File: config.mk
export PLATFORM = sky130hd
export DESIGN_NAME = first_occurrence_string_matcher
export DESIGN_NICKNAME = d
export VERILOG_FILES = /design/src/rtl/fosm_pkg.sv /design/src/rtl/fosm_pattern.sv /design/src/rtl/fosm_scan.sv /design/src/rtl/first_occurrence_string_matcher.sv
export SDC_FILE = /design/constraint.sdc
export NUM_CORES = 1
export LEC_CHECK = 0
export BUFFER_PORTS_ARGS = -buffer_cell sky130_fd_sc_hd__buf_4
export CAP_MARGIN = 40
export CORE_AREA = 5 5 363 187
export CTS_CLUSTER_DIAMETER = 100
export DETAILED_ROUTE_END_ITERATION = 10
export DIE_AREA = 0 0 368 192
export GPL_ROUTABILITY_DRIVEN = 1
export GPL_TIMING_DRIVEN = 1
export SLEW_MARGIN = 30
export SYNTH_ARGS = -nofsm -noshare
export SYNTH_HDL_FRONTEND = slang
export SYNTH_SLANG_ARGS = --single-unit
export TNS_END_PERCENT = 5
File: constraint.sdc
create_clock -name clk -period 14.88 [get_ports clk]
set_input_delay 1.488 -clock clk [delete_from_list [all_inputs] [get_ports clk]]
set_output_delay 1.488 -clock clk [all_outputs]
set_load 0.02 [all_outputs]
File: src/rtl/fosm_pkg.sv
// package for the first occurrence string matcher: request/result types and defaults
`default_nettype none
package fosm_pkg;

  localparam int MAX_PATTERN_DEF = 32;
  localparam int MAX_TEXT_DEF    = 65536;
  localparam int POS_W           = 16;
  localparam logic [7:0] SPACE_BYTE = 8'h20;

  typedef enum logic [1:0] {
    REQ_CLEAR   = 2'd0,
    REQ_PATTERN = 2'd1,
    REQ_TEXT    = 2'd2,
    REQ_END     = 2'd3
  } req_code_t;

  typedef struct packed {
    logic [1:0] req_type;
    logic [7:0] data_byte;
  } req_t;

  typedef struct packed {
    logic             found;
    logic [POS_W-1:0] match_position;
    logic             truncated;
  } rsp_t;

  typedef struct packed {
    logic       clear;
    logic       append;
    logic [7:0] data;
  } pat_op_t;

  typedef struct packed {
    logic       start;
    logic       shift;
    logic [7:0] data;
  } scan_op_t;

endpackage
`default_nettype wire

File: src/rtl/fosm_pattern.sv
// pattern shift register, newest byte at index 0, with its length
`default_nettype none
module fosm_pattern #(
  parameter int MAX_PATTERN = fosm_pkg::MAX_PATTERN_DEF,
  localparam int LEN_W = $clog2(MAX_PATTERN + 1)
) (
  input  wire logic              clk,
  input  wire logic              rst,
  input  wire fosm_pkg::pat_op_t op,
  output logic [7:0]             pat [MAX_PATTERN],
  output logic [LEN_W-1:0]       len,
  output logic                   full
);

  assign full = (len == LEN_W'(MAX_PATTERN));

  always_ff @(posedge clk) begin
    if (rst) begin
      len <= '0;
    end else if (op.clear) begin
      len <= '0;
    end else if (op.append) begin
      len <= len + LEN_W'(1);
    end
  end

  // payload shift, no reset
  always_ff @(posedge clk) begin
    if (op.append && !op.clear) begin
      pat[0] <= op.data;
      for (int k = 1; k < MAX_PATTERN; k++) begin
        pat[k] <= pat[k-1];
      end
    end
  end

endmodule
`default_nettype wire

File: src/rtl/fosm_scan.sv
// text window, kept-byte count and first match tracking
`default_nettype none
module fosm_scan #(
  parameter int MAX_PATTERN = fosm_pkg::MAX_PATTERN_DEF,
  parameter int MAX_TEXT    = fosm_pkg::MAX_TEXT_DEF,
  localparam int LEN_W = $clog2(MAX_PATTERN + 1),
  localparam int CNT_W = $clog2(MAX_TEXT + 1)
) (
  input  wire logic                     clk,
  input  wire logic                     rst,
  input  wire fosm_pkg::scan_op_t       op,
  input  wire logic [7:0]               pat [MAX_PATTERN],
  input  wire logic [LEN_W-1:0]         len,
  output logic                          match_seen,
  output logic [fosm_pkg::POS_W-1:0]    first_index,
  output logic                          full
);

  localparam int DW = (CNT_W > fosm_pkg::POS_W) ? CNT_W : fosm_pkg::POS_W;

  logic [7:0]       win      [MAX_PATTERN];
  logic [7:0]       win_next [MAX_PATTERN];
  logic [CNT_W-1:0] count;
  logic [CNT_W-1:0] count_next;
  logic [MAX_PATTERN-1:0] byte_ok;
  logic             hit;
  logic [CNT_W-1:0] diff;
  logic [DW-1:0]    diff_ext;

  assign full       = (count == CNT_W'(MAX_TEXT));
  assign count_next = count + CNT_W'(1);

  always_comb begin
    win_next[0] = op.data;
    for (int k = 1; k < MAX_PATTERN; k++) begin
      win_next[k] = win[k-1];
    end
  end

  // pattern is right aligned: pat[k] lines up with win_next[k]
  always_comb begin
    for (int k = 0; k < MAX_PATTERN; k++) begin
      byte_ok[k] = (LEN_W'(k) >= len) || (pat[k] == win_next[k]);
    end
  end

  assign hit      = (&byte_ok) && (len != '0) && (CNT_W'(len) <= count_next);
  assign diff     = count_next - CNT_W'(len);
  assign diff_ext = DW'(diff);

  always_ff @(posedge clk) begin
    if (rst) begin
      count       <= '0;
      match_seen  <= 1'b0;
      first_index <= '0;
    end else if (op.start) begin
      count       <= '0;
      match_seen  <= 1'b0;
      first_index <= '0;
    end else if (op.shift) begin
      count <= count_next;
      if (!match_seen && hit) begin
        match_seen  <= 1'b1;
        first_index <= diff_ext[fosm_pkg::POS_W-1:0];
      end
    end
  end

  always_ff @(posedge clk) begin
    if (op.shift && !op.start) begin
      for (int k = 0; k < MAX_PATTERN; k++) begin
        win[k] <= win_next[k];
      end
    end
  end

endmodule
`default_nettype wire

File: src/rtl/first_occurrence_string_matcher.sv
// top level of the first occurrence string matcher: request stage, decode, result register
//
//   channel | signals                    | payload
//   --------+----------------------------+---------------------------------------
//   request | req_valid, req_ready, req  | req_type, data_byte
//   result  | rsp_valid, rsp_ready, rsp  | found, match_position, truncated
//
// one request per cycle unless an end of text request waits in the request register;
// an end of text request passes from the request register to the result register.
// the window compare is one parallel byte equality check over MAX_PATTERN bytes.
// reset clears pattern length, text count, flags and both valid bits.
// an end of text request waits in the request register only while a result is held.
`default_nettype none
module first_occurrence_string_matcher #(
  parameter int MAX_PATTERN = fosm_pkg::MAX_PATTERN_DEF,
  parameter int MAX_TEXT    = fosm_pkg::MAX_TEXT_DEF
) (
  input  wire logic           clk,
  input  wire logic           rst,
  input  wire logic           req_valid,
  output logic                req_ready,
  input  wire fosm_pkg::req_t req,
  output logic                rsp_valid,
  input  wire logic           rsp_ready,
  output fosm_pkg::rsp_t      rsp
);

  localparam int LEN_W = $clog2(MAX_PATTERN + 1);

  logic                          s1_valid;
  fosm_pkg::req_t                s1;
  logic                          s1_go;
  logic                          rsp_free;
  logic                          rsp_load;
  logic                          ovf_set;
  logic                          overflow_seen;
  logic                          nonspace;
  fosm_pkg::pat_op_t             pat_op;
  fosm_pkg::scan_op_t            scan_op;
  logic [7:0]                    pat [MAX_PATTERN];
  logic [LEN_W-1:0]              len;
  logic                          pat_full;
  logic                          scan_full;
  logic                          match_seen;
  logic [fosm_pkg::POS_W-1:0]    first_index;
  fosm_pkg::rsp_t                rsp_next;

  assign rsp_free  = !rsp_valid || rsp_ready;
  assign s1_go     = s1_valid &&
                     ((s1.req_type != fosm_pkg::REQ_END) || rsp_free);
  assign req_ready = !s1_valid || s1_go;
  assign nonspace  = (s1.data_byte != fosm_pkg::SPACE_BYTE);

  always_ff @(posedge clk) begin
    if (rst) begin
      s1_valid <= 1'b0;
    end else if (req_ready) begin
      s1_valid <= req_valid;
    end
  end

  always_ff @(posedge clk) begin
    if (req_ready && req_valid) begin
      s1 <= req;
    end
  end

  always_comb begin
    pat_op        = '0;
    scan_op       = '0;
    pat_op.data   = s1.data_byte;
    scan_op.data  = s1.data_byte;
    ovf_set       = 1'b0;
    rsp_load      = 1'b0;
    if (s1_go) begin
      case (s1.req_type)
        fosm_pkg::REQ_CLEAR: begin
          pat_op.clear  = 1'b1;
          scan_op.start = 1'b1;
        end
        fosm_pkg::REQ_PATTERN: begin
          if (nonspace) begin
            if (pat_full) ovf_set = 1'b1;
            else pat_op.append = 1'b1;
          end
        end
        fosm_pkg::REQ_TEXT: begin
          if (nonspace) begin
            if (scan_full) ovf_set = 1'b1;
            else scan_op.shift = 1'b1;
          end
        end
        fosm_pkg::REQ_END: begin
          scan_op.start = 1'b1;
          rsp_load      = 1'b1;
        end
        default: begin
          rsp_load = 1'b0;
        end
      endcase
    end
  end

  fosm_pattern #(
    .MAX_PATTERN(MAX_PATTERN)
  ) u_pattern (
    .clk  (clk),
    .rst  (rst),
    .op   (pat_op),
    .pat  (pat),
    .len  (len),
    .full (pat_full)
  );

  fosm_scan #(
    .MAX_PATTERN(MAX_PATTERN),
    .MAX_TEXT   (MAX_TEXT)
  ) u_scan (
    .clk         (clk),
    .rst         (rst),
    .op          (scan_op),
    .pat         (pat),
    .len         (len),
    .match_seen  (match_seen),
    .first_index (first_index),
    .full        (scan_full)
  );

  always_ff @(posedge clk) begin
    if (rst) begin
      overflow_seen <= 1'b0;
    end else if (pat_op.clear) begin
      overflow_seen <= 1'b0;
    end else if (ovf_set) begin
      overflow_seen <= 1'b1;
    end
  end

  // empty pattern matches at zero
  always_comb begin
    rsp_next.truncated = overflow_seen;
    if (len == '0) begin
      rsp_next.found          = 1'b1;
      rsp_next.match_position = '0;
    end else if (match_seen) begin
      rsp_next.found          = 1'b1;
      rsp_next.match_position = first_index;
    end else begin
      rsp_next.found          = 1'b0;
      rsp_next.match_position = '0;
    end
  end

  always_ff @(posedge clk) begin
    if (rst) begin
      rsp_valid <= 1'b0;
    end else if (rsp_load) begin
      rsp_valid <= 1'b1;
    end else if (rsp_ready) begin
      rsp_valid <= 1'b0;
    end
  end

  always_ff @(posedge clk) begin
    if (rsp_load) begin
      rsp <= rsp_next;
    end
  end

endmodule
`default_nettype wire

# Word level (Yosys, flattened, before mapping)
# Memory sizes are Yosys's and may differ from the RTL's.
# Index checks and enable logic that the tools add are counted.
word_totals:
  n_memories: 1
  wordCells: 201
  mem_bits_rw: 256
  out_inout_bits: 20
  ff_bits: 327
classes:
  add_sub_neg: 3
  bitwise_logic: 1
  eq_ne: 39
  order_cmp: 33
  reduce_logical: 57
  mux: 23
mem_list:
  columns: ["name", "words", "word_bits", "rd", "rd_ports_with_merged_regs", "write_ports", "line", "rtl"]
  rows:
  - ["u_scan.win", 32, 8, 31, 0, 32, "fosm_scan.sv:21", "logic [7:0] win [MAX_PATTERN];"]
op_table:
  columns: ["op", "n"]
  rows:
  - ["$eq A8 B8 Y1", 32]
  - ["$ge A5 B6 Y1 const A", 16]
  - ["$ge A4 B6 Y1 const A", 8]
  - ["$logic_or A1 B1 Y1", 35]
  - ["$reduce_and A32 Y1", 1]
  - ["$ge A3 B6 Y1 const A", 4]
  - ["$mux W1", 19]
  - ["$add A17 B1 Y17 const B", 1]
  - ["$eq A17 B17 Y1 const B", 1]
  - ["$le A6 B17 Y1", 1]
  - ["$mux W17", 1]
  - ["$sub A16 B6 Y16", 1]
  - ["$ge A1 B6 Y1 const A", 2]
  - ["$ge A2 B6 Y1 const A", 2]
  - ["$ne A8 B6 Y1 const B", 1]
  - ["$reduce_or A2 Y1", 4]
  - ["$logic_and A1 B1 Y1", 7]
  - ["$add A6 B1 Y6 const B", 1]
  - ["$eq A6 B6 Y1 const B", 1]
  - ["$logic_not A6 Y1", 1]
  - ["$reduce_bool A6 Y1", 1]
  - ["$logic_not A1 Y1", 5]
  - ["$eq A2 B2 Y1 const B", 2]
  - ["$mux W2", 2]
  - ["7 further kinds", 7]

# Depth between registers and ports, before layout
logic_depth:
  word_depth: 9
  mapped_depth: 15

# Modules after synthesis
# A second synthesis with hierarchy kept.
hier_totals:
  hier_cells: 1340
  area_unflattened_um2: 22436.5
modules_own_cells:
  columns: ["module", "area_per_inst_um2", "cells_per_inst", "instances", "seq_area_each_um2"]
  rows:
  - ["fosm_scan", 13213.9, 972, 1, 8127.8]
  - ["fosm_pattern", 7976.4, 288, 1, 7807.5]
  - ["first_occurrence_string_matcher", 1246.2, 80, 1, 900.9]

# Least setup slack after synthesis
# Ideal clock, no wire load.
synth_path:
  path_kind: "input-to-reg"
  start: "input port rsp_ready"
  end: "register u_pattern.pat[0] (netlist bit), enable pin"
  stages: 5
  setup_time_ps: 909
  n_path_buf: 1
  t_arrival_ps: 13628
  required_time_ps: 13971
  setup_slack_ps: 343
  path_cell_list: "nor2b_1 > a221oi_1 > and3_1 > clkbuf_1 > nor2b_1"
synth_between:
  elab_chain_cells: 6
synth_rtl:
  columns: ["element", "line", "rtl"]
  rows:
  - ["start: declaration", "first_occurrence_string_matcher.sv:24", "input wire logic rsp_ready,"]
  - ["$logic_or A1 B1 Y1 *", "first_occurrence_string_matcher.sv:48", "assign rsp_free = !rsp_valid || rsp_ready;"]
  - ["$logic_or A1 B1 Y1 *", "first_occurrence_string_matcher.sv:50", "((s1.req_type != fosm_pkg::REQ_END) || rsp_free);"]
  - ["$logic_and A1 B1 Y1 *", "first_occurrence_string_matcher.sv:49", "assign s1_go = s1_valid &&"]
  - ["$mux W2 *", "first_occurrence_string_matcher.sv:75", "if (s1_go) begin"]
  - ["$logic_not A1 Y1", "fosm_pattern.sv:29", "if (op.append && !op.clear) begin"]
  - ["$logic_and A1 B1 Y1 *", "fosm_pattern.sv:29", null]
  - ["end signal: indexed assignment", "fosm_pattern.sv:32", "pat[k] <= pat[k-1];"]
  - ["end: declaration", "fosm_pattern.sv:10", "output logic [7:0] pat [MAX_PATTERN],"]
# Every way passes the cells marked *; elsewhere a longest branch is shown, timed or not.
# A chain may end at the register's enable or synchronous reset.

==> impl_metrics.yaml <==
critical_path:
  r2r_slack_ps: 10580
  path_cells: "buf_4, nor2b_1, a221oi_1, o211a_1, and2_4, buf_4, buf_4, buf_16"
  cp.required_ps: 15130
  ff2ff_path_depth: 7
  end_kind: "flip-flop"
  critPathMaxFanout: 48
  path_common_cell: "buf_4"
  arrival_ps: 4910
  slowest_delay_ps: 710
  r2r-end: "u_scan.win[1][76]"
  worstSetupStartpointType: "input pin"
  path_class: "in2reg"
  cp_slowest_cell: "and2_4"
  r2r_start: "s1[8]"
sta:
  setup_violations: 0
  max_freq_ghz: 0.215
  final.min_clock_period_ps: 4650
  fin_tns_setup_ps: 0
  final_max_slew_viol_count: 0
  fin_skew_ps: 20.2
  finalHoldViolations: 0
  fin_crit_sh_pct: 31.3
  max-slew-margin-rel_pct: 41.0
  rsz0062_at_grt: "false"
  worst_slew_pin_slew_ps: 876
detailed_routing:
  drc: 0
  vias: 11258
  first_pass_iters: 5
  wl_per_cell_um: 20.9
  ant_nets: 0
  drtIter0Drc: 1391
  totalWireLength_mm: 47.7
  viasPerCell: 4.93
cts:
  ctsHoldBuffers: 0
  cts_setup_buffers: 0
  clk_pin_slew_ps: 70
  clkSinkCount: 575
  cts_resized: 0
  clk_latency_ps: 580
  cts.path.max_buffers: 3
  htreeDepth: 2
  cts_made_buffers: 47
  cts_tree: "built"
  cts_root_buf: "clkbuf_16"
global_routing:
  grt_pass1_wl_mm: 70.4
  antenna_found_initial: 1
  track_usage_pct: 13.3
  grt_pass1_vias: 10739
  gr-total-overflow: 0
  grt_max_degree: 100
worst_hold_path:
  min_from: "overflow_seen"
  hold_path_class: "reg2reg"
  hold_depth: 0
  whs_endpoint: "rsp[0]"
floorplan:
  die_w_um: 368
  boundaryPins: 34
  die_h_um: 192
  placementRows: 66
  core-area_um2: 64200
  dieArea_um2: 70700
  start_util_pct: 34.6
cells_and_area:
  finalInstanceArea_um2: 25100
  nets: 1433
  area_growth_pct: 13.0
  nFillCells: 5893
  diodes: 0
  drive_above_1_share_pct: 9.69
synth:
  synth_edf_count: 532
  syn-instance-count: 1328
  synth_area_um2: 22200
  ys_seq_area_share_pct: 75.8
  syn_area_per_cell_um2: 16.7
  ys_warn_count: 0
  ys.flop_type: "edfxtp_1"
  synth_seq_cells: 575
  synth_cell_type_count: 65
  async_reset_ff_share_pct: 0
  syn-num-nets: 1363
placement:
  dp_hpwl_mm: 33.2
  gp_congestion: 0.925
  place_area_um2: 23600
  port-buffer-count: 33
pwr:
  powerDensity_nw_per_um2: 122
  power_mw: 3.05
  vdd_drop_max_v: 0.0000716
  leakagePower_nw: 7.93
run:
  drv_cap: 0
status:
  outcome: "finished clean"
## cell families after synthesis
family | count (synthesis) | synth area share (%)
flip-flops | 575 | 75.8
XOR/XNOR | 302 | 11.9
AND/OR/NAND/NOR | 265 | 6.56
AO/OA/AOI/OAI | 112 | 3.31
buffers and inverters | 51 | 1.05
adder cells (fa/ha/maj) | 21 | 1.22
multiplexers | 2 | 0.0902
## layout make-up
type                       count  area [um^2]  share of cell area [%]
sequential                   575        16800                    67.1
multi-input combinational    702         5170                    20.6
clock buffer                  54         1240                    4.96
tap                          850         1060                    4.24
timing repair buffer          53          484                    1.93
clock inverter                31          214                   0.853
inverter                      19         71.3                   0.284
## state kept, by name, indices dropped and copies added, names as in the netlist, 2 cells and up
signal	count
u_scan.first_index	16
u_scan.count	17
rsp	18
u_pattern.pat	256
u_pattern.len	6
s1	2
pat_op	8
u_scan.win	248
## where the power goes
part / internal [mW] / switching, mW / total, mW
logic: 0.0186 / 0.0392 / 0.0578
clock network: 0.638 / 0.571 / 1.21
registers: 1.77 / 0.0146 / 1.79
## worst max path at each step
stage / from / endpoint / slack, ps
finish: rsp_ready / u_scan.win[1][76] / 10230
global route: rsp_ready / u_scan.win[1][96] / 9930
CTS: rsp_ready / u_scan.win[1][104] / 10190
detailed placement: rsp_ready / u_scan.win[1][46] / 9570
global placement: rsp_ready / u_scan.win[1][58] / 9200
floorplan: rsp_ready / u_pattern.pat[0] / 340
## per-stage QoR
step	hold slack (ps)	worst slack, ps	std cells	utilization, %
3_5_place_dp	438	9570	2199	36.8
4_1_cts	453	10190	2284	39.0
2_1_floorplan	409	343	1328	-
3_3_place_gp	434	9200	2189	36.5
6_report	452	10230	2284	39.0
5_1_grt	462	9930	2284	39.0
## worst max-delay path: cells and delay by family
kind                   cells  cell delay (ps)
buffers and inverters      4             1430
AOI/OAI and AO/OA          2             1120
and+or+nand+nor            2              780
## synth_stat cells, types with 4 or more instances
| cell type | n | share of area (%) |
|---|---|---|
| a21oi_1 | 27 | 0.61 |
| nand4_1 | 41 | 1.2 |
| and3_1 | 6 | 0.17 |
| clkbuf_1 | 17 | 0.29 |
| nor4_1 | 53 | 1.5 |
| nor3_1 | 9 | 0.20 |
| o21a_1 | 4 | 0.14 |
| xor2_1 | 198 | 7.8 |
| a211oi_1 | 6 | 0.20 |
| o21ai_0 | 11 | 0.25 |
| dfxtp_1 | 43 | 3.9 |
| and2_1 | 21 | 0.59 |
| buf_2 | 7 | 0.16 |
| a211oi_2 | 4 | 0.23 |
| ha_1 | 20 | 1.1 |
| nor2_1 | 54 | 0.91 |
| nor2b_1 | 8 | 0.23 |
| xnor2_1 | 104 | 4.1 |
| a31oi_1 | 12 | 0.34 |
| a22oi_1 | 9 | 0.30 |
| o21ai_1 | 14 | 0.32 |
| inv_1 | 17 | 0.29 |
| buf_6 | 4 | 0.20 |
| nand3_1 | 11 | 0.25 |
| edfxtp_1 | 532 | 72 |
| o211ai_1 | 5 | 0.17 |
| nand2_1 | 38 | 0.64 |
## routing by layer
layer	vias up	global-route usage [%]	routed length (um)
li1	5127	-	-
met1	5707	23.9	26900
met2	367	14.4	16000
met3	57	4.08	4290
met4	0	1.97	513
met5	-	0	0
## placed cells by master, fill, tap and decap left out, types with 13 or more instances in the layout
| master | netlist | layout |
|---|---|---|
| o21ai_1 | 14 | 14 |
| xor2_1 | 198 | 198 |
| dfxtp_1 | 43 | 43 |
| clkinv_1 | 1 | 13 |
| edfxtp_1 | 532 | 532 |
| nand4_1 | 41 | 41 |
| buf_4 | 1 | 41 |
| ha_1 | 20 | 20 |
| nor2_1 | 54 | 54 |
| nand2_1 | 38 | 38 |
| nor4_1 | 53 | 50 |
| xnor2_1 | 104 | 104 |
| a21oi_1 | 27 | 27 |
| and2_1 | 21 | 20 |
| clkbuf_16 | 0 | 49 |
| inv_1 | 17 | 17 |
Note: power is estimated with default switching activity, not from simulation.
